## config.mk

```make
export PLATFORM = sky130hd
export DESIGN_NAME = request_retry_failover_client
export DESIGN_NICKNAME = d
export VERILOG_FILES = /design/src/rtl/core/rrfc_pkg.sv /design/src/rtl/core/rrfc_front.sv /design/src/rtl/core/rrfc_back.sv /design/src/rtl/core/request_retry_failover_client.sv
export SDC_FILE = /design/constraint.sdc
export NUM_CORES = 1
export LEC_CHECK = 0
export BUFFER_PORTS_ARGS = -buffer_cell sky130_fd_sc_hd__buf_2
export CAP_MARGIN = 30
export CORE_ASPECT_RATIO = 0.75
export CORE_MARGIN = 3
export CORE_UTILIZATION = 59
export DETAILED_ROUTE_END_ITERATION = 10
export GPL_TIMING_DRIVEN = 0
export HOLD_SLACK_MARGIN = 0.12
export PLACE_DENSITY = 0.82
export RECOVER_POWER = 25
export SYNTH_ARGS = -nofsm -noshare
export SYNTH_HDL_FRONTEND = slang
export SYNTH_SLANG_ARGS = --single-unit
```

## constraint.sdc

```tcl
create_clock -name clock -period 7.9 [get_ports clock]
set_clock_uncertainty 0.2 [all_clocks]
set_input_delay 0.79 -clock clock [delete_from_list [all_inputs] [get_ports clock]]
set_output_delay 0.79 -clock clock [all_outputs]
set_load 0.05 [all_outputs]
```

## src/rtl/core/rrfc_pkg.sv

```systemverilog
// ---------------------------------------------------------------------------
// rrfc_pkg
// Shared types and codes for the request retry / failover client.
// ---------------------------------------------------------------------------
`default_nettype none

package rrfc_pkg;

   typedef enum logic [1:0] {
      OP_SEND         = 2'd0,
      OP_TICK         = 2'd1,
      OP_LOOKUP_REPLY = 2'd2,
      OP_RESPONSE     = 2'd3
   } op_type;

   typedef enum logic [1:0] {
      RCLASS_OK        = 2'd0,
      RCLASS_EXCEPTION = 2'd1,
      RCLASS_BAD       = 2'd2
   } reply_class_type;

   typedef enum logic [2:0] {
      ACT_NONE     = 3'd0,
      ACT_TRANSMIT = 3'd1,
      ACT_LOOKUP   = 3'd2,
      ACT_SUCCESS  = 3'd3,
      ACT_FAILURE  = 3'd4,
      ACT_REFUSED  = 3'd5,
      ACT_QUEUED   = 3'd6,
      ACT_DROPPED  = 3'd7
   } action_type;

   typedef enum logic [1:0] {
      CAUSE_NONE      = 2'd0,
      CAUSE_LOST_CONN = 2'd1,
      CAUSE_TIMEOUT   = 2'd2,
      CAUSE_EXCEPTION = 2'd3
   } cause_type;

   typedef enum logic [1:0] {
      REG_RETRY_LIMIT    = 2'd0,
      REG_LOOKUP_AFTER   = 2'd1,
      REG_REPLY_TIMEOUT  = 2'd2,
      REG_FAILOVER_HOSTS = 2'd3
   } csr_reg_type;

   localparam logic [3:0]  RETRY_LIMIT_RST    = 4'd5;
   localparam logic [3:0]  LOOKUP_AFTER_RST   = 4'd3;
   localparam logic [15:0] REPLY_TIMEOUT_RST  = 16'd5;
   localparam logic [3:0]  FAILOVER_HOSTS_RST = 4'd0;

   typedef struct packed {
      logic [3:0]  retry_limit;
      logic [3:0]  lookup_after;
      logic [15:0] reply_timeout;
      logic [3:0]  failover_hosts;
   } cfg_type;

   // classified event as it travels from front to back
   typedef struct packed {
      op_type          op;
      logic            peer_alive;
      logic            lookup_failed;
      reply_class_type rclass;
   } ctrl_type;

endpackage

`default_nettype wire

```

## src/rtl/core/rrfc_front.sv

```systemverilog
// ---------------------------------------------------------------------------
// rrfc_front
// Accepts events, decodes them and holds them in a two-entry queue for the
// back end.
// ---------------------------------------------------------------------------
`default_nettype none

module rrfc_front #(
   parameter int SEQ_BITS  = 16,
   parameter int TIME_BITS = 32
) (
   input  wire logic                 clock,
   input  wire logic                 reset,
   input  wire logic                 req_valid,
   output logic                      req_stall,
   input  wire logic [1:0]           req_cmd,
   input  wire logic [TIME_BITS-1:0] req_now,
   input  wire logic                 req_peer_alive,
   input  wire logic                 req_lookup_failed,
   input  wire logic [SEQ_BITS-1:0]  req_reply_seq,
   input  wire logic [1:0]           req_reply_kind,
   output logic                      deq_valid,
   input  wire logic                 deq_pop,
   output rrfc_pkg::ctrl_type        deq_ctrl,
   output logic [TIME_BITS-1:0]      deq_now,
   output logic [SEQ_BITS-1:0]       deq_seq
);
   import rrfc_pkg::*;

   localparam int DEPTH = 2;

   ctrl_type             ctrl_q [DEPTH];
   logic [TIME_BITS-1:0] now_q  [DEPTH];
   logic [SEQ_BITS-1:0]  seq_q  [DEPTH];

   logic       wr_ptr_ff, wr_ptr_in;
   logic       rd_ptr_ff, rd_ptr_in;
   logic [1:0] count_ff, count_in;
   logic       push;
   ctrl_type   ctrl_dec;

   always_comb begin
      ctrl_dec.op            = op_type'(req_cmd);
      ctrl_dec.peer_alive    = req_peer_alive;
      ctrl_dec.lookup_failed = req_lookup_failed;
      case (req_reply_kind)
         2'd0:    ctrl_dec.rclass = RCLASS_OK;
         2'd1:    ctrl_dec.rclass = RCLASS_EXCEPTION;
         default: ctrl_dec.rclass = RCLASS_BAD;
      endcase
   end

   assign req_stall = (count_ff == 2'(DEPTH));
   assign push      = req_valid && !req_stall;
   assign deq_valid = (count_ff != 2'd0);
   assign deq_ctrl  = ctrl_q[rd_ptr_ff];
   assign deq_now   = now_q[rd_ptr_ff];
   assign deq_seq   = seq_q[rd_ptr_ff];

   always_comb begin
      wr_ptr_in = push ? ~wr_ptr_ff : wr_ptr_ff;
      rd_ptr_in = (deq_pop && deq_valid) ? ~rd_ptr_ff : rd_ptr_ff;
      count_in  = count_ff + 2'(push) - 2'(deq_pop && deq_valid);
   end

   always_ff @(posedge clock) begin
      if (reset) begin
         wr_ptr_ff <= 1'b0;
         rd_ptr_ff <= 1'b0;
         count_ff  <= 2'd0;
      end else begin
         wr_ptr_ff <= wr_ptr_in;
         rd_ptr_ff <= rd_ptr_in;
         count_ff  <= count_in;
      end
   end

   always_ff @(posedge clock) begin
      if (push) begin
         ctrl_q[wr_ptr_ff] <= ctrl_dec;
         now_q[wr_ptr_ff]  <= req_now;
         seq_q[wr_ptr_ff]  <= req_reply_seq;
      end
   end

endmodule

`default_nettype wire

```

## src/rtl/core/rrfc_back.sv

```systemverilog
// ---------------------------------------------------------------------------
// rrfc_back
// Request state machine: retry counting, host failover, timeout and
// response matching, one event per cycle into a result register unless it is stalled.
// ---------------------------------------------------------------------------
`default_nettype none

module rrfc_back #(
   parameter int SEQ_BITS  = 16,
   parameter int TIME_BITS = 32,
   parameter int MAX_HOSTS = 8
) (
   input  wire logic                 clock,
   input  wire logic                 reset,
   input  wire rrfc_pkg::cfg_type    cfg,
   input  wire logic                 deq_valid,
   output logic                      deq_pop,
   input  wire rrfc_pkg::ctrl_type   deq_ctrl,
   input  wire logic [TIME_BITS-1:0] deq_now,
   input  wire logic [SEQ_BITS-1:0]  deq_seq,
   output logic                      rsp_valid,
   input  wire logic                 rsp_stall,
   output logic [2:0]                rsp_action,
   output logic [1:0]                rsp_fail_cause,
   output logic [SEQ_BITS-1:0]       rsp_seq_out,
   output logic [3:0]                rsp_host_index
);
   import rrfc_pkg::*;

   localparam int CMP_W = (TIME_BITS > 16) ? TIME_BITS : 16;

   logic                 pending_ff, pending_in;
   logic                 connected_ff, connected_in;
   logic [4:0]           retry_ff, retry_in;
   logic [3:0]           fpos_ff, fpos_in;
   logic [SEQ_BITS-1:0]  seq_ff, seq_in;
   logic [TIME_BITS-1:0] sent_at_ff, sent_at_in;

   logic                 rsp_valid_ff, rsp_valid_in;
   action_type           act_ff, act_in;
   cause_type            cause_ff, cause_in;
   logic [SEQ_BITS-1:0]  seq_out_ff;
   logic [3:0]           host_ff, host_in;

   logic [4:0]           retry_inc;
   logic [3:0]           hosts_eff;
   logic [4:0]           pos_next;
   logic [TIME_BITS-1:0] elapsed;
   logic                 overdue;
   logic                 close_req;

   assign deq_pop   = deq_valid && (!rsp_valid_ff || !rsp_stall);
   assign retry_inc = retry_ff + 5'd1;
   assign hosts_eff = (cfg.failover_hosts > 4'(MAX_HOSTS)) ? 4'(MAX_HOSTS)
                                                           : cfg.failover_hosts;
   assign pos_next  = {1'b0, fpos_ff} + 5'd1;
   // modular age of the outstanding request
   assign elapsed   = deq_now - sent_at_ff;
   assign overdue   = CMP_W'(elapsed) > CMP_W'(cfg.reply_timeout);

   always_comb begin
      pending_in   = pending_ff;
      connected_in = connected_ff;
      retry_in     = retry_ff;
      fpos_in      = fpos_ff;
      seq_in       = seq_ff;
      sent_at_in   = sent_at_ff;
      act_in       = ACT_NONE;
      cause_in     = CAUSE_NONE;
      host_in      = 4'd0;
      close_req    = 1'b0;

      case (deq_ctrl.op)
         OP_SEND: begin
            if (pending_ff) begin
               act_in = ACT_REFUSED;
            end else begin
               pending_in = 1'b1;
               if (connected_ff && deq_ctrl.peer_alive) begin
                  sent_at_in = deq_now;
                  act_in     = ACT_TRANSMIT;
               end else begin
                  act_in = ACT_QUEUED;
               end
            end
         end
         OP_TICK: begin
            if (!connected_ff || !deq_ctrl.peer_alive) begin
               connected_in = 1'b0;
               retry_in     = retry_inc;
               if (retry_inc > {1'b0, cfg.retry_limit}) begin
                  retry_in = 5'd0;
                  if (pending_ff) begin
                     close_req = 1'b1;
                     act_in    = ACT_FAILURE;
                     cause_in  = CAUSE_LOST_CONN;
                  end
               end else if (retry_inc > {1'b0, cfg.lookup_after}) begin
                  retry_in = 5'd0;
                  act_in   = ACT_LOOKUP;
                  // round-robin over default host and failover list
                  if (hosts_eff != 4'd0) begin
                     fpos_in = (pos_next > {1'b0, hosts_eff}) ? 4'd0 : pos_next[3:0];
                     host_in = fpos_in;
                  end
               end
            end else if (pending_ff && overdue) begin
               retry_in = retry_inc;
               if (retry_inc > {1'b0, cfg.retry_limit}) begin
                  close_req = 1'b1;
                  act_in    = ACT_FAILURE;
                  cause_in  = CAUSE_TIMEOUT;
               end else begin
                  sent_at_in = deq_now;
                  act_in     = ACT_TRANSMIT;
               end
            end
         end
         OP_LOOKUP_REPLY: begin
            retry_in = 5'd0;
            if (!connected_ff && !deq_ctrl.lookup_failed) begin
               connected_in = 1'b1;
               if (pending_ff) begin
                  sent_at_in = deq_now;
                  act_in     = ACT_TRANSMIT;
               end
            end
         end
         OP_RESPONSE: begin
            if (deq_seq == seq_ff) begin
               close_req = 1'b1;
               case (deq_ctrl.rclass)
                  RCLASS_OK: begin
                     act_in = ACT_SUCCESS;
                  end
                  RCLASS_EXCEPTION: begin
                     act_in   = ACT_FAILURE;
                     cause_in = CAUSE_EXCEPTION;
                  end
                  default: begin
                     act_in = ACT_DROPPED;
                  end
               endcase
            end else begin
               act_in = ACT_DROPPED;
            end
         end
         default: begin
            act_in = ACT_NONE;
         end
      endcase

      if (close_req) begin
         pending_in = 1'b0;
         sent_at_in = '0;
         retry_in   = 5'd0;
         seq_in     = seq_ff + SEQ_BITS'(1);
      end

      rsp_valid_in = deq_pop ? 1'b1 : (rsp_valid_ff && rsp_stall);
   end

   always_ff @(posedge clock) begin
      if (reset) begin
         pending_ff   <= 1'b0;
         connected_ff <= 1'b0;
         retry_ff     <= 5'd0;
         fpos_ff      <= 4'd0;
         seq_ff       <= '0;
         sent_at_ff   <= '0;
         rsp_valid_ff <= 1'b0;
      end else begin
         rsp_valid_ff <= rsp_valid_in;
         if (deq_pop) begin
            pending_ff   <= pending_in;
            connected_ff <= connected_in;
            retry_ff     <= retry_in;
            fpos_ff      <= fpos_in;
            seq_ff       <= seq_in;
            sent_at_ff   <= sent_at_in;
         end
      end
   end

   always_ff @(posedge clock) begin
      if (deq_pop) begin
         act_ff     <= act_in;
         cause_ff   <= cause_in;
         seq_out_ff <= seq_ff;
         host_ff    <= host_in;
      end
   end

   assign rsp_valid      = rsp_valid_ff;
   assign rsp_action     = act_ff;
   assign rsp_fail_cause = cause_ff;
   assign rsp_seq_out    = seq_out_ff;
   assign rsp_host_index = host_ff;

   a_cause_only_on_failure: assert property (@(posedge clock) disable iff (reset)
      rsp_valid_ff |-> (act_ff == ACT_FAILURE) || (cause_ff == CAUSE_NONE))
      else $error("fail cause set on a non-failure beat");

   a_host_only_on_lookup: assert property (@(posedge clock) disable iff (reset)
      rsp_valid_ff |-> (act_ff == ACT_LOOKUP) || (host_ff == 4'd0))
      else $error("host index set on a non-lookup beat");

   a_failover_pos_range: assert property (@(posedge clock) disable iff (reset)
      fpos_ff <= 4'(MAX_HOSTS))
      else $error("failover position beyond host list");

   a_close_clears_pending: assert property (@(posedge clock) disable iff (reset)
      (deq_pop && close_req) |=> !pending_ff && (retry_ff == 5'd0))
      else $error("closed request still pending");

endmodule

`default_nettype wire

```

## src/rtl/core/request_retry_failover_client.sv

```systemverilog
// ---------------------------------------------------------------------------
// request_retry_failover_client
// Stop-and-wait request client with retry, reply timeout and host failover.
//
// Events enter on the req_ channel (send, wakeup tick, lookup reply,
// response); each gives exactly one result beat on the rsp_ channel.
// A beat is taken at a clock edge where valid is high and stall is low.
// The front end decodes events into a two-entry queue; the back end holds
// the request state and updates it for one event per cycle while a valid
// result beat is not stalled. An event is written into the queue and, once
// the back end pops it, into the result register, where rsp_valid rises.
// When rsp_stall is high the result register holds, the queue fills and
// req_stall rises once both queue entries are in use.
// Synchronous reset empties the queue, drops any result, closes the
// request, clears the sequence number and loads the register defaults
// (retry limit 5, lookup after 3, reply timeout 5, no failover hosts).
// The user must write configuration over the APB port only while no event
// is in flight; the block does not enforce this. pready is always high.
// ---------------------------------------------------------------------------
`default_nettype none

module request_retry_failover_client #(
   parameter int SEQ_BITS  = 16,
   parameter int TIME_BITS = 32,
   parameter int MAX_HOSTS = 8
) (
   input  wire logic                 clock,
   input  wire logic                 reset,
   input  wire logic                 req_valid,
   output logic                      req_stall,
   input  wire logic [1:0]           req_cmd,
   input  wire logic [TIME_BITS-1:0] req_now,
   input  wire logic                 req_peer_alive,
   input  wire logic                 req_lookup_failed,
   input  wire logic [SEQ_BITS-1:0]  req_reply_seq,
   input  wire logic [1:0]           req_reply_kind,
   output logic                      rsp_valid,
   input  wire logic                 rsp_stall,
   output logic [2:0]                rsp_action,
   output logic [1:0]                rsp_fail_cause,
   output logic [SEQ_BITS-1:0]       rsp_seq_out,
   output logic [3:0]                rsp_host_index,
   input  wire logic                 psel,
   input  wire logic                 penable,
   input  wire logic                 pwrite,
   input  wire logic [3:0]           paddr,
   input  wire logic [31:0]          pwdata,
   output logic [31:0]               prdata,
   output logic                      pready
);
   import rrfc_pkg::*;

   cfg_type              cfg_ff, cfg_in;
   logic                 csr_write;
   csr_reg_type          csr_sel;

   logic                 deq_valid;
   logic                 deq_pop;
   ctrl_type             deq_ctrl;
   logic [TIME_BITS-1:0] deq_now;
   logic [SEQ_BITS-1:0]  deq_seq;

   assign pready    = 1'b1;
   assign csr_sel   = csr_reg_type'(paddr[3:2]);
   assign csr_write = psel && penable && pwrite;

   always_comb begin
      cfg_in = cfg_ff;
      if (csr_write) begin
         case (csr_sel)
            REG_RETRY_LIMIT:    cfg_in.retry_limit    = pwdata[3:0];
            REG_LOOKUP_AFTER:   cfg_in.lookup_after   = pwdata[3:0];
            REG_REPLY_TIMEOUT:  cfg_in.reply_timeout  = pwdata[15:0];
            REG_FAILOVER_HOSTS: cfg_in.failover_hosts = pwdata[3:0];
            default:            cfg_in = cfg_ff;
         endcase
      end
   end

   always_comb begin
      case (csr_sel)
         REG_RETRY_LIMIT:    prdata = {28'd0, cfg_ff.retry_limit};
         REG_LOOKUP_AFTER:   prdata = {28'd0, cfg_ff.lookup_after};
         REG_REPLY_TIMEOUT:  prdata = {16'd0, cfg_ff.reply_timeout};
         REG_FAILOVER_HOSTS: prdata = {28'd0, cfg_ff.failover_hosts};
         default:            prdata = 32'd0;
      endcase
   end

   always_ff @(posedge clock) begin
      if (reset) begin
         cfg_ff.retry_limit    <= RETRY_LIMIT_RST;
         cfg_ff.lookup_after   <= LOOKUP_AFTER_RST;
         cfg_ff.reply_timeout  <= REPLY_TIMEOUT_RST;
         cfg_ff.failover_hosts <= FAILOVER_HOSTS_RST;
      end else begin
         cfg_ff <= cfg_in;
      end
   end

   rrfc_front #(
      .SEQ_BITS  (SEQ_BITS),
      .TIME_BITS (TIME_BITS)
   ) u_front (
      .clock             (clock),
      .reset             (reset),
      .req_valid         (req_valid),
      .req_stall         (req_stall),
      .req_cmd           (req_cmd),
      .req_now           (req_now),
      .req_peer_alive    (req_peer_alive),
      .req_lookup_failed (req_lookup_failed),
      .req_reply_seq     (req_reply_seq),
      .req_reply_kind    (req_reply_kind),
      .deq_valid         (deq_valid),
      .deq_pop           (deq_pop),
      .deq_ctrl          (deq_ctrl),
      .deq_now           (deq_now),
      .deq_seq           (deq_seq)
   );

   rrfc_back #(
      .SEQ_BITS  (SEQ_BITS),
      .TIME_BITS (TIME_BITS),
      .MAX_HOSTS (MAX_HOSTS)
   ) u_back (
      .clock          (clock),
      .reset          (reset),
      .cfg            (cfg_ff),
      .deq_valid      (deq_valid),
      .deq_pop        (deq_pop),
      .deq_ctrl       (deq_ctrl),
      .deq_now        (deq_now),
      .deq_seq        (deq_seq),
      .rsp_valid      (rsp_valid),
      .rsp_stall      (rsp_stall),
      .rsp_action     (rsp_action),
      .rsp_fail_cause (rsp_fail_cause),
      .rsp_seq_out    (rsp_seq_out),
      .rsp_host_index (rsp_host_index)
   );

endmodule

`default_nettype wire
```

==> results of run 1 <==
==> area by class of cell <==
cell class | instances | area, µm²
Buffer | 72 | 387
Tap cell | 253 | 317
Clock buffer | 25 | 583
Fill cell | 1469 | 5780
Sequential cell | 226 | 5860
Multi-Input combinational cell | 833 | 5780
Antenna cell | 1 | 2.50
Inverter | 74 | 278
Clock inverter | 16 | 204
Timing Repair Buffer | 122 | 627
==> worst max-delay path: stages (launching register included) <==
cell       delay [ns]
dfxtp_1          0.34
buf_2            0.33
clkbuf_4         0.46
clkbuf_2         0.40
mux2_2           0.40
ha_1             0.39
a21oi_1          0.15
o21ai_1          0.26
a211oi_1         0.09
a211oi_2         0.40
nand2b_1         0.20
xor2_1           0.32
ha_1             0.34
nand4_1          0.16
nor3_1           0.11
a21boi_0         0.15
o31ai_2          0.48
nand4_1          0.18
a2111oi_2        0.34
nor4b_4          0.30
nand3_2          0.23
o21ai_2          0.47
buf_2            0.35
nand3_1          0.12
a21oi_1          0.19
==> cells by family after synthesis <==
| kind of cell | after synthesis |
|---|---|
| AOI/OAI and AO/OA | 265 |
| and+or+nand+nor | 354 |
| xor gates and xnor gates | 44 |
| other | 2 |
| DFF | 226 |
| buffers and inverters | 147 |
| muxes | 80 |
| adders and majority gates | 73 |
==> placed cells by master, fill, tap and decap left out, types with 13 or more instances in the layout <==
cell type	count
inv_1	74
conb_1	17
nand2b_1	13
xor2_1	17
buf_2	98
buf_4	17
dfxtp_1	93
a21o_1	15
o21ai_0	26
edfxtp_1	133
xnor2_1	27
nand2_1	97
clkbuf_16	23
nor2_1	67
a21oi_1	104
ha_1	72
mux2i_1	38
nand3_1	55
nor4_1	13
o211ai_1	42
and2_1	19
nor2b_1	20
nand4_1	17
mux2_2	36
clkbuf_1	70
==> power by group through the flow <==
| stage | Sequential, µW | Combinational (µW) | Clock (µW) |
|---|---|---|---|
| after global placement | 1570 | 2300 | 0 |
| after floorplan | 1760 | 1580 | 0 |
| after global routing | 1550 | 2700 | 1200 |
| final | 1540 | 2480 | 1140 |
| after CTS | 1540 | 2430 | 1150 |
| after detailed placement | 1560 | 2390 | 0 |
==> flip-flops by register name, indices dropped and copies added, names as in the netlist, 2 cells and up, named ones only <==
register,count
u_back.seq_ff,16
u_front.ctrl_q,12
u_back.sent_at_ff,32
u_back.fpos_ff,4
u_back.rsp_host_index,4
u_front.count_ff,2
cfg_ff,28
u_back.retry_ff,5
u_front.seq_q,32
u_back.rsp_seq_out,16
u_back.rsp_fail_cause,2
u_front.now_q,64
u_back.rsp_action,3
==> metal layers <==
| layer | GRT usage, % | share of wire, % | vias up |
|---|---|---|---|
| met1 | 39.9 | 47 | 4616 |
| met2 | 40.8 | 43 | 428 |
| li1 | - | - | 4648 |
| met4 | 6.01 | 1.4 | 0 |
| met3 | 4.30 | 8.4 | 41 |
| met5 | 0 | 0 | - |
==> path summary, 6_finish.rpt <==
check / slack (ns) / from / to / cells after the start
max: 0.43 / register / u_back.sent_at_ff[10] / 24
min: 0.25 / u_back.seq_ff[3] / u_back.rsp_seq_out[3] / 0
max reg2reg: 0.43 / register / u_back.sent_at_ff[10] / 24
min reg2reg: 0.25 / u_back.seq_ff[3] / u_back.rsp_seq_out[3] / 0
==> per-stage QoR <==
step | utilization (%) | power [µW] | std cells | hold WS, ns | instance area, µm²
after global routing | 70.8 | 5450 | 1621 | 0.257 | 14000
after CTS | 70.9 | 5120 | 1621 | 0.247 | 14100
after detailed placement | 67.0 | 3950 | 1581 | 0.233 | 13300
final | 70.8 | 5160 | 1622 | 0.251 | 14000
after floorplan | - | 3340 | 1206 | 0.206 | 12300
after global placement | 66.6 | 3870 | 1578 | 0.210 | 13200
==> results.py, run 1 <==
metrics = {
    "job": {
        "drv.max_cap_violation_count": 0,
    },
    "clock_network": {
        "clk_path_buf_depth": 3,
        "cts_hold_buffers": 0,
        "tritoncts.num_buffers": 23,
        "cts.sinks": 226,
        "post-cts-setup-buffers": 0,
        "ctsRootBufferMaster": "clkbuf_16",
        "cts_tree": "done",
        "clk-insertion-delay-late_ns": 0.51,
        "count_of_h_tree_levels_built_during_cts": 1,
        "worst_setup_hold_path_clk_slew_ns": 0.06,
        "postCtsResizedCells": 3,
    },
    "detailed_routing": {
        "drt-wirelength-per-cell_um": 18.6,
        "totalWireLength_um": 30200,
        "post_drt_via_cell_ratio": 6.00,
        "antenna_left": 0,
        "drt_pre_antenna_iters": 8,
        "remaining_drc_errors": 0,
        "via_count": 9733,
        "detailedRoute.firstIterationViolations": 830,
    },
    "synthesis": {
        "share_of_async_settable_or_async_resettable_flops_after_synthesis_pct": 0,
        "yosysWarningCount": 0,
        "synth_cell_type_count": 73,
        "dominantRegCellSynth": "edfxtp_1",
        "syn-mean-instance-area_um2": 10.3,
        "synth_simple_gate_area_share_pct": 14.6,
        "post_synth_edffs": 133,
        "synth_top_family_by_area": "simple AND/OR/NAND/NOR gates",
        "mappedNetlistArea_um2": 12200,
        "netlist.top_cell.by_area": "edfxtp_1",
        "synth_top_cells_by_area": "edfxtp_1 (33%), dfxtp_1 (15%), ha_1 (7.4%), a21oi_1 (4.3%), mux2_2 (3.3%)",
        "synth.cells.most_frequent": "edfxtp_1 (133), a21oi_1 (104), nand2_1 (97)",
        "synth-seq-area-share_pct": 47.9,
        "synth_mux_area_share_pct": 7.35,
        "synth-compound-area-share_pct": 14.0,
        "synth-xor-area-share_pct": 3.15,
        "synth.most_common_cell": "edfxtp_1",
        "post_synth_inst_count": 1191,
        "synth-adder-area-share_pct": 7.53,
        "ys_seq_elements": 226,
        "yosysTopAreaCellShare_pct": 32.7,
    },
    "global_routing": {
        "grt_antenna_before_repair": 0,
        "grt.overflow.total": 0,
        "via_count_of_the_first_global_routing_pass": 9023,
        "first_pass_grt_wire_length_um": 47300,
        "global_route.usage.total_pct": 26.5,
        "maximum_number_of_pins_on_one_net_before_global_route_repair": 35,
    },
    "critical_path": {
        "criticalPathCategory": "reg2reg",
        "cp_data_arrival_time_ns": 7.69,
        "worstSetupEndpointType": "register",
        "worstSetupStartpointType": "register",
        "cp_data_required_time_ns": 8.13,
        "critPathMaxFanout": 20,
    },
    "outcome": {
        "outcome": "finished clean",
    },
    "sta": {
        "maxClockFrequency_mhz": 134,
        "rsz0062_at_grt": "false",
        "slew_headroom_pct": 35.0,
        "report.final.hold_viol_count": 0,
        "finalCritPeriodShare_pct": 94.5,
        "setup_viol": 0,
        "final.setup.tns_ns": 0,
        "final_max_slew_viol_count": 0,
        "tightest_slew_ns": 0.965,
        "fin_worst_setup_slack_ns": 0.433,
        "period_needed_ns": 7.47,
    },
    "pwr": {
        "power.density_cell_area_nw_per_um2": 368,
        "power.switching_uw": 2140,
        "clockPowerShare_pct": 22.1,
        "internal-power_uw": 3020,
        "p_comb_share_pct": 48.1,
        "share_seq_of_total_power_pct": 29.8,
        "ir_worst_vdd_v": 0.000185,
        "p_leak_uw": 0.00519,
        "sw_frac_of_total_pct": 41.5,
    },
    "final_layout": {
        "syn2layout_area_growth_pct": 14.8,
        "drive_gt1_share_pct": 15.5,
        "finalNetCount": 1522,
    },
    "die": {
        "initial_core_util_pct": 61.7,
        "floorplan.io_pins": 157,
        "die_x_extent_um": 172,
        "die_height_um": 131,
        "floorplan.core_area_um2": 19800,
        "row_count": 44,
        "dieArea_um2": 22500,
    },
    "place": {
        "preCtsSetupSlack_ns": -0.759,
        "dp_hpwl_um": 22200,
        "gp_congestion": 0.950,
        "placement.io_buffers": 119,
    },
    "hold_path": {
        "hold_class": "reg2reg",
    },
}
(Power assumes the default switching activity.)
==> inputs of run 2 (changes only) <==
CORE_UTILIZATION = 53   (was 59)
PLACE_DENSITY = 0.78   (was 0.82)
clock period = 6.05 ns   (was 7.9 ns; I/O delays follow)
==> results.py, run 2 (synthesis results as in run 1) <==
metrics = {
    "outcome": {
        "outcome": "finished clean",
    },
    "detailed_routing": {
        "drt-wirelength-per-cell_um": 18.7,
        "totalWireLength_um": 32500,
        "via_count": 10213,
        "post_drt_via_cell_ratio": 5.89,
        "antenna_left": 0,
        "metal1_wirelength_um": 14400,
        "detailedRoute.firstIterationViolations": 992,
        "met2WireLength_um": 14400,
        "remaining_drc_errors": 0,
        "route.top_layer_used": "met4",
        "met3_length_um": 3000,
        "drt_pre_antenna_iters": 5,
    },
    "critical_path": {
        "worstSetupStartpointType": "register",
        "cp_data_arrival_time_ns": 6.16,
        "critPathMaxStageDelay_ns": 0.38,
        "criticalPathCategory": "reg2reg",
        "timing.critical_path.mode_cell": "buf_12",
        "cp_data_required_time_ns": 6.22,
        "critPathMaxFanout": 10,
        "worstRegToRegCells": 25,
        "worstSetupEndpointType": "register",
        "timing.critical_path.slowest_stage_cell": "mux2_2",
    },
    "clock_network": {
        "ctsRootBufferMaster": "clkbuf_16",
        "cts.sinks": 226,
        "clk_path_buf_depth": 3,
        "clk-insertion-delay-late_ns": 0.51,
        "count_of_h_tree_levels_built_during_cts": 1,
        "tritoncts.num_buffers": 24,
        "worst_setup_hold_path_clk_slew_ns": 0.06,
        "cts_tree": "done",
    },
    "global_routing": {
        "grt.overflow.total": 0,
        "via_count_of_the_first_global_routing_pass": 9582,
        "maximum_number_of_pins_on_one_net_before_global_route_repair": 34,
        "first_pass_grt_wire_length_um": 49700,
        "grt_antenna_before_repair": 0,
        "global_route.usage.total_pct": 24.7,
    },
    "sta": {
        "tightest_slew_ns": 0.862,
        "maxClockFrequency_mhz": 167,
        "report.final.hold_viol_count": 0,
        "slew_headroom_pct": 42.1,
        "setup_viol": 0,
        "finalCritPeriodShare_pct": 98.9,
        "period_needed_ns": 5.98,
        "finalHoldWorstSlack_ns": 0.132,
        "final_max_slew_viol_count": 0,
    },
    "die": {
        "row_count": 47,
        "initial_core_util_pct": 54.7,
        "die_height_um": 138,
        "dieArea_um2": 24900,
        "floorplan.core_area_um2": 22300,
        "floorplan.io_pins": 157,
        "die_x_extent_um": 181,
    },
    "place": {
        "dp_hpwl_um": 22400,
        "place.detailed.instances": 1622,
        "gp_congestion": 0.940,
        "placement.io_buffers": 119,
    },
    "pwr": {
        "p_leak_uw": 0.00562,
        "ir_worst_vdd_v": 0.000248,
        "power.density_cell_area_nw_per_um2": 477,
    },
    "final_layout": {
        "diodes": 0,
        "mostFrequentLayoutCell": "edfxtp_1",
        "fillCellCount": 1651,
        "largest_registers": "u_front.now_q: 64 flops, u_back.sent_at_ff: 32 flops, u_front.seq_q: 32 flops",
        "largest_register_ff_count": 64,
        "max_flop_register": "u_front.now_q",
        "layoutNonFillerInstCount": 1735,
        "drive_gt1_share_pct": 19.6,
        "finalNetCount": 1593,
        "postLayoutCoreUtil_pct": 68.3,
        "syn2layout_area_growth_pct": 24.8,
        "top_library_cells_by_usage_in_the_layout_fill_and_taps_aside": "edfxtp_1 (133), a21oi_1 (96), nand2_1 (95)",
    },
    "job": {
        "drv.max_cap_violation_count": 0,
    },
    "hold_path": {
        "hold_class": "in2reg",
        "hold-path-cell-count": 3,
    },
}
run 2: changes by cell type in the layout (fill, tap and decap cells not counted), moves of 8 or more:
cell / delta
ha_1: -14
buf_4: +18
dlygate4sd3_1: +52
ha_4: +13
a21oi_1: -8
run 2: metrics by stage:
step	setup TNS (ns)	worst slack [ns]	total power, µW	instance area [µm²]
finish	0	0.0663	7270	15300
global route	-1.97	-0.0885	7670	15300
CTS	0	0.0131	6890	14900
detailed placement	-121.63	-2.25	5160	13300
global placement	-121.06	-2.22	5070	13200
floorplan	0	0.128	4360	12300
run 2: cell type report:
| cell class | count | area [µm²] | area share (%) |
|---|---|---|---|
| buffer | 72 | 458 | 3.00 |
| clock buffer | 34 | 719 | 4.72 |
| clock inverter | 10 | 126 | 0.828 |
| inverter | 74 | 278 | 1.82 |
| multi-input combinational | 833 | 6160 | 40.4 |
| sequential | 226 | 5860 | 38.4 |
| tap | 294 | 368 | 2.41 |
| timing repair buffer | 192 | 1290 | 8.43 |
run 2: worst max-delay path, delay by kind of cell, from the launching register on:
kind | cells | cell delay (ns)
AO/OA/AOI/OAI | 7 | 1.85
XOR/XNOR | 1 | 0.23
adder cells (fa/ha/maj) | 2 | 0.54
buffers and inverters | 5 | 0.72
flip-flops | 1 | 0.35
multiplexers | 2 | 0.58
AND/OR/NAND/NOR | 8 | 1.33
run 2: worst paths after layout:
path	from	endpoint	slack, ns
min	pwdata[14]	cfg_ff[18]	0.13
max	register	u_back.seq_ff[1]	0.07
max reg2reg	register	u_back.seq_ff[1]	0.07
min reg2reg	u_back.seq_ff[3]	u_back.rsp_seq_out[3]	0.23
run 2: repair_timing:
item / in CTS / in global routing
pin swaps: 7 / 18
hold buffers: 52 / 0
endpoints found under the setup margin: 57 / 57
hold endpoints to repair: 104 / 0
setup buffers: 9 / 9
gates resized for setup: 32 / 62
run 2: where the power goes:
part	internal (µW)	switching, µW	total (µW)
logic	1390	2320	3710
clock network	953	595	1550
registers	1920	91.0	2010
run 2: routing by layer:
| layer | track usage, % | vias to the layer above |
|---|---|---|
| li1 | - | 4789 |
| met1 | 35.8 | 4824 |
| met2 | 39.1 | 527 |
| met3 | 4.22 | 73 |
| met4 | 5.62 | 0 |
| met5 | 0 | - |
==> inputs of run 3 (changes only) <==
CORE_ASPECT_RATIO = unset   (was 0.75)
CORE_UTILIZATION = 59   (was 53)
PLACE_DENSITY = 0.82   (was 0.78)
clock period = 5.85 ns   (was 6.05 ns; I/O delays follow)
==> results.py, run 3 (synthesis results as in run 1) <==
metrics = {
    "place": {
        "placement.io_buffers": 119,
        "gp_congestion": 0.961,
        "preCtsSetupSlack_ns": -1.93,
        "place.detailed.instances": 1598,
        "dp_hpwl_um": 21100,
    },
    "detailed_routing": {
        "totalWireLength_um": 32700,
        "remaining_drc_errors": 0,
        "drt_pre_antenna_iters": 6,
        "detailedRoute.firstIterationViolations": 991,
        "route.top_layer_used": "met4",
        "post_drt_via_cell_ratio": 5.94,
        "drt-wirelength-per-cell_um": 18.8,
        "metal1_wirelength_um": 13400,
        "antenna_left": 0,
        "via_count": 10335,
        "met3_length_um": 2830,
        "met2WireLength_um": 15400,
    },
    "critical_path": {
        "worstSetupStartpointType": "register",
        "cp_data_arrival_time_ns": 5.99,
        "criticalPathCategory": "reg2reg",
        "worstSetupEndpointType": "register",
        "cp_data_required_time_ns": 6.09,
        "crit_chain": "buf_12, buf_12, mux2_4, ha_4, nand2_1, o21ai_2, nor2_1, a211oi_2, nand2b_4, xor2_2, ha_1, nand4_1, nor3_2, a21boi_2, o31ai_4, nand4_1, a2111oi_4, nor4b_4, nand3_4, o211ai_4, buf_8, buf_8, o211ai_1, a21oi_1",
        "critPathMaxStageDelay_ns": 0.35,
        "timing.critical_path.slowest_stage_cell": "dfxtp_4",
        "critPathMaxFanout": 6,
    },
    "final_layout": {
        "mostFrequentLayoutCell": "edfxtp_1",
        "drive_gt1_share_pct": 19.7,
        "max_flop_register": "u_front.now_q",
        "syn2layout_area_growth_pct": 25.7,
        "largest_registers": "u_front.now_q: 64 flops, u_back.sent_at_ff: 32 flops, u_front.seq_q: 32 flops",
        "largest_register_ff_count": 64,
        "finalNetCount": 1621,
        "top_library_cells_by_usage_in_the_layout_fill_and_taps_aside": "edfxtp_1 (133), nand2_1 (95), a21oi_1 (94)",
        "layoutNonFillerInstCount": 1739,
        "diodes": 0,
    },
    "global_routing": {
        "maximum_number_of_pins_on_one_net_before_global_route_repair": 34,
        "grt.overflow.total": 0,
        "global_route.usage.total_pct": 26.8,
        "via_count_of_the_first_global_routing_pass": 9619,
        "first_pass_grt_wire_length_um": 48600,
        "grt_antenna_before_repair": 0,
    },
    "sta": {
        "fin_worst_setup_slack_ns": 0.0960,
        "final_max_slew_viol_count": 0,
        "finalCritPeriodShare_pct": 98.4,
        "finalHoldWorstSlack_ns": 0.130,
        "report.final.hold_viol_count": 0,
        "tightest_slew_ns": 0.887,
        "final.setup.tns_ns": 0,
        "maxClockFrequency_mhz": 174,
        "setup_viol": 0,
        "period_needed_ns": 5.75,
        "slew_headroom_pct": 40.8,
    },
    "die": {
        "die_height_um": 150,
        "initial_core_util_pct": 60.2,
        "die_x_extent_um": 150,
        "row_count": 52,
        "dieArea_um2": 22500,
        "floorplan.core_area_um2": 20300,
        "floorplan.io_pins": 157,
    },
    "clock_network": {
        "cts.sinks": 226,
        "count_of_h_tree_levels_built_during_cts": 1,
        "tritoncts.num_buffers": 24,
        "clk_path_buf_depth": 3,
        "worst_setup_hold_path_clk_slew_ns": 0.07,
        "clk-insertion-delay-late_ns": 0.53,
        "cts_tree": "done",
        "ctsRootBufferMaster": "clkbuf_16",
    },
    "pwr": {
        "ir_worst_vdd_v": 0.000428,
        "power.density_cell_area_nw_per_um2": 475,
        "p_leak_uw": 0.00571,
    },
    "hold_path": {
        "hold_class": "in2reg",
    },
    "outcome": {
        "outcome": "finished clean",
    },
    "job": {
        "drv.max_cap_violation_count": 0,
    },
}
[run 3: cell types whose count changed in the layout (fill, tap and decap cells not counted), sizes merged]
cell and delta:
clkbuf +11, buf +9, dlygate4sd3 +9, bufinv -3
clkinv +1, o21ai +1
[run 3: area by class of cell]
cell class / count / area (µm²)
Tap cell: 270 / 338
Clock buffer: 36 / 687
Inverter: 74 / 278
Fill cell: 1342 / 4930
Sequential cell: 226 / 5860
Clock inverter: 8 / 42.5
Multi-Input combinational cell: 834 / 6130
Timing Repair Buffer: 220 / 1580
Buffer: 71 / 459
[run 3: worst max-delay path: cells and delay by family, from the launching register on]
family	cells	cell delay, ns
AO/OA/AOI/OAI	8	2.00
adder cells (fa/ha/maj)	2	0.61
multiplexers	1	0.32
flip-flops	1	0.35
buffers and inverters	4	0.62
XOR/XNOR	1	0.19
AND/OR/NAND/NOR	8	1.38
[run 3: worst paths after layout]
check / startpoint / end / cells past startpoint / slack (ns)
worst max-delay path: register / u_back.sent_at_ff[14] / 24 / 0.1
worst min-delay path: pwdata[13] / cfg_ff[17] / 3 / 0.13
worst max register to register: register / u_back.sent_at_ff[14] / 24 / 0.1
worst min register to register: u_back.seq_ff[3] / u_back.rsp_seq_out[3] / 0 / 0.25
[run 3: power by group]
part | switching [µW] | internal [µW]
Clock | 612 | 810
Combinational | 2350 | 1450
Sequential | 95.8 | 1990
[run 3: metrics by stage]
step	area [µm²]	util [%]	total power (µW)
floorplan	12300	-	4510
global placement	13200	65.1	5200
detailed placement	13300	65.5	5300
CTS	14900	73.2	6910
global route	15400	75.7	7690
finish	15400	75.7	7310
[run 3: layer usage]
| metal | vias to the layer above | track usage [%] |
|---|---|---|
| met3 | 79 | 3.69 |
| met5 | - | 0 |
| met2 | 572 | 44.5 |
| li1 | 4842 | - |
| met4 | 0 | 8.10 |
| met1 | 4842 | 36.7 |
[run 3: repair_timing]
action                                  CTS  global route
hold buffers                             61             0
endpoints found under the setup margin   57            57
cloned                                    0             5
setup buffers                             6            27
gates resized for setup                  43            61
hold endpoints to repair                113             0
pin swaps                                 9            25
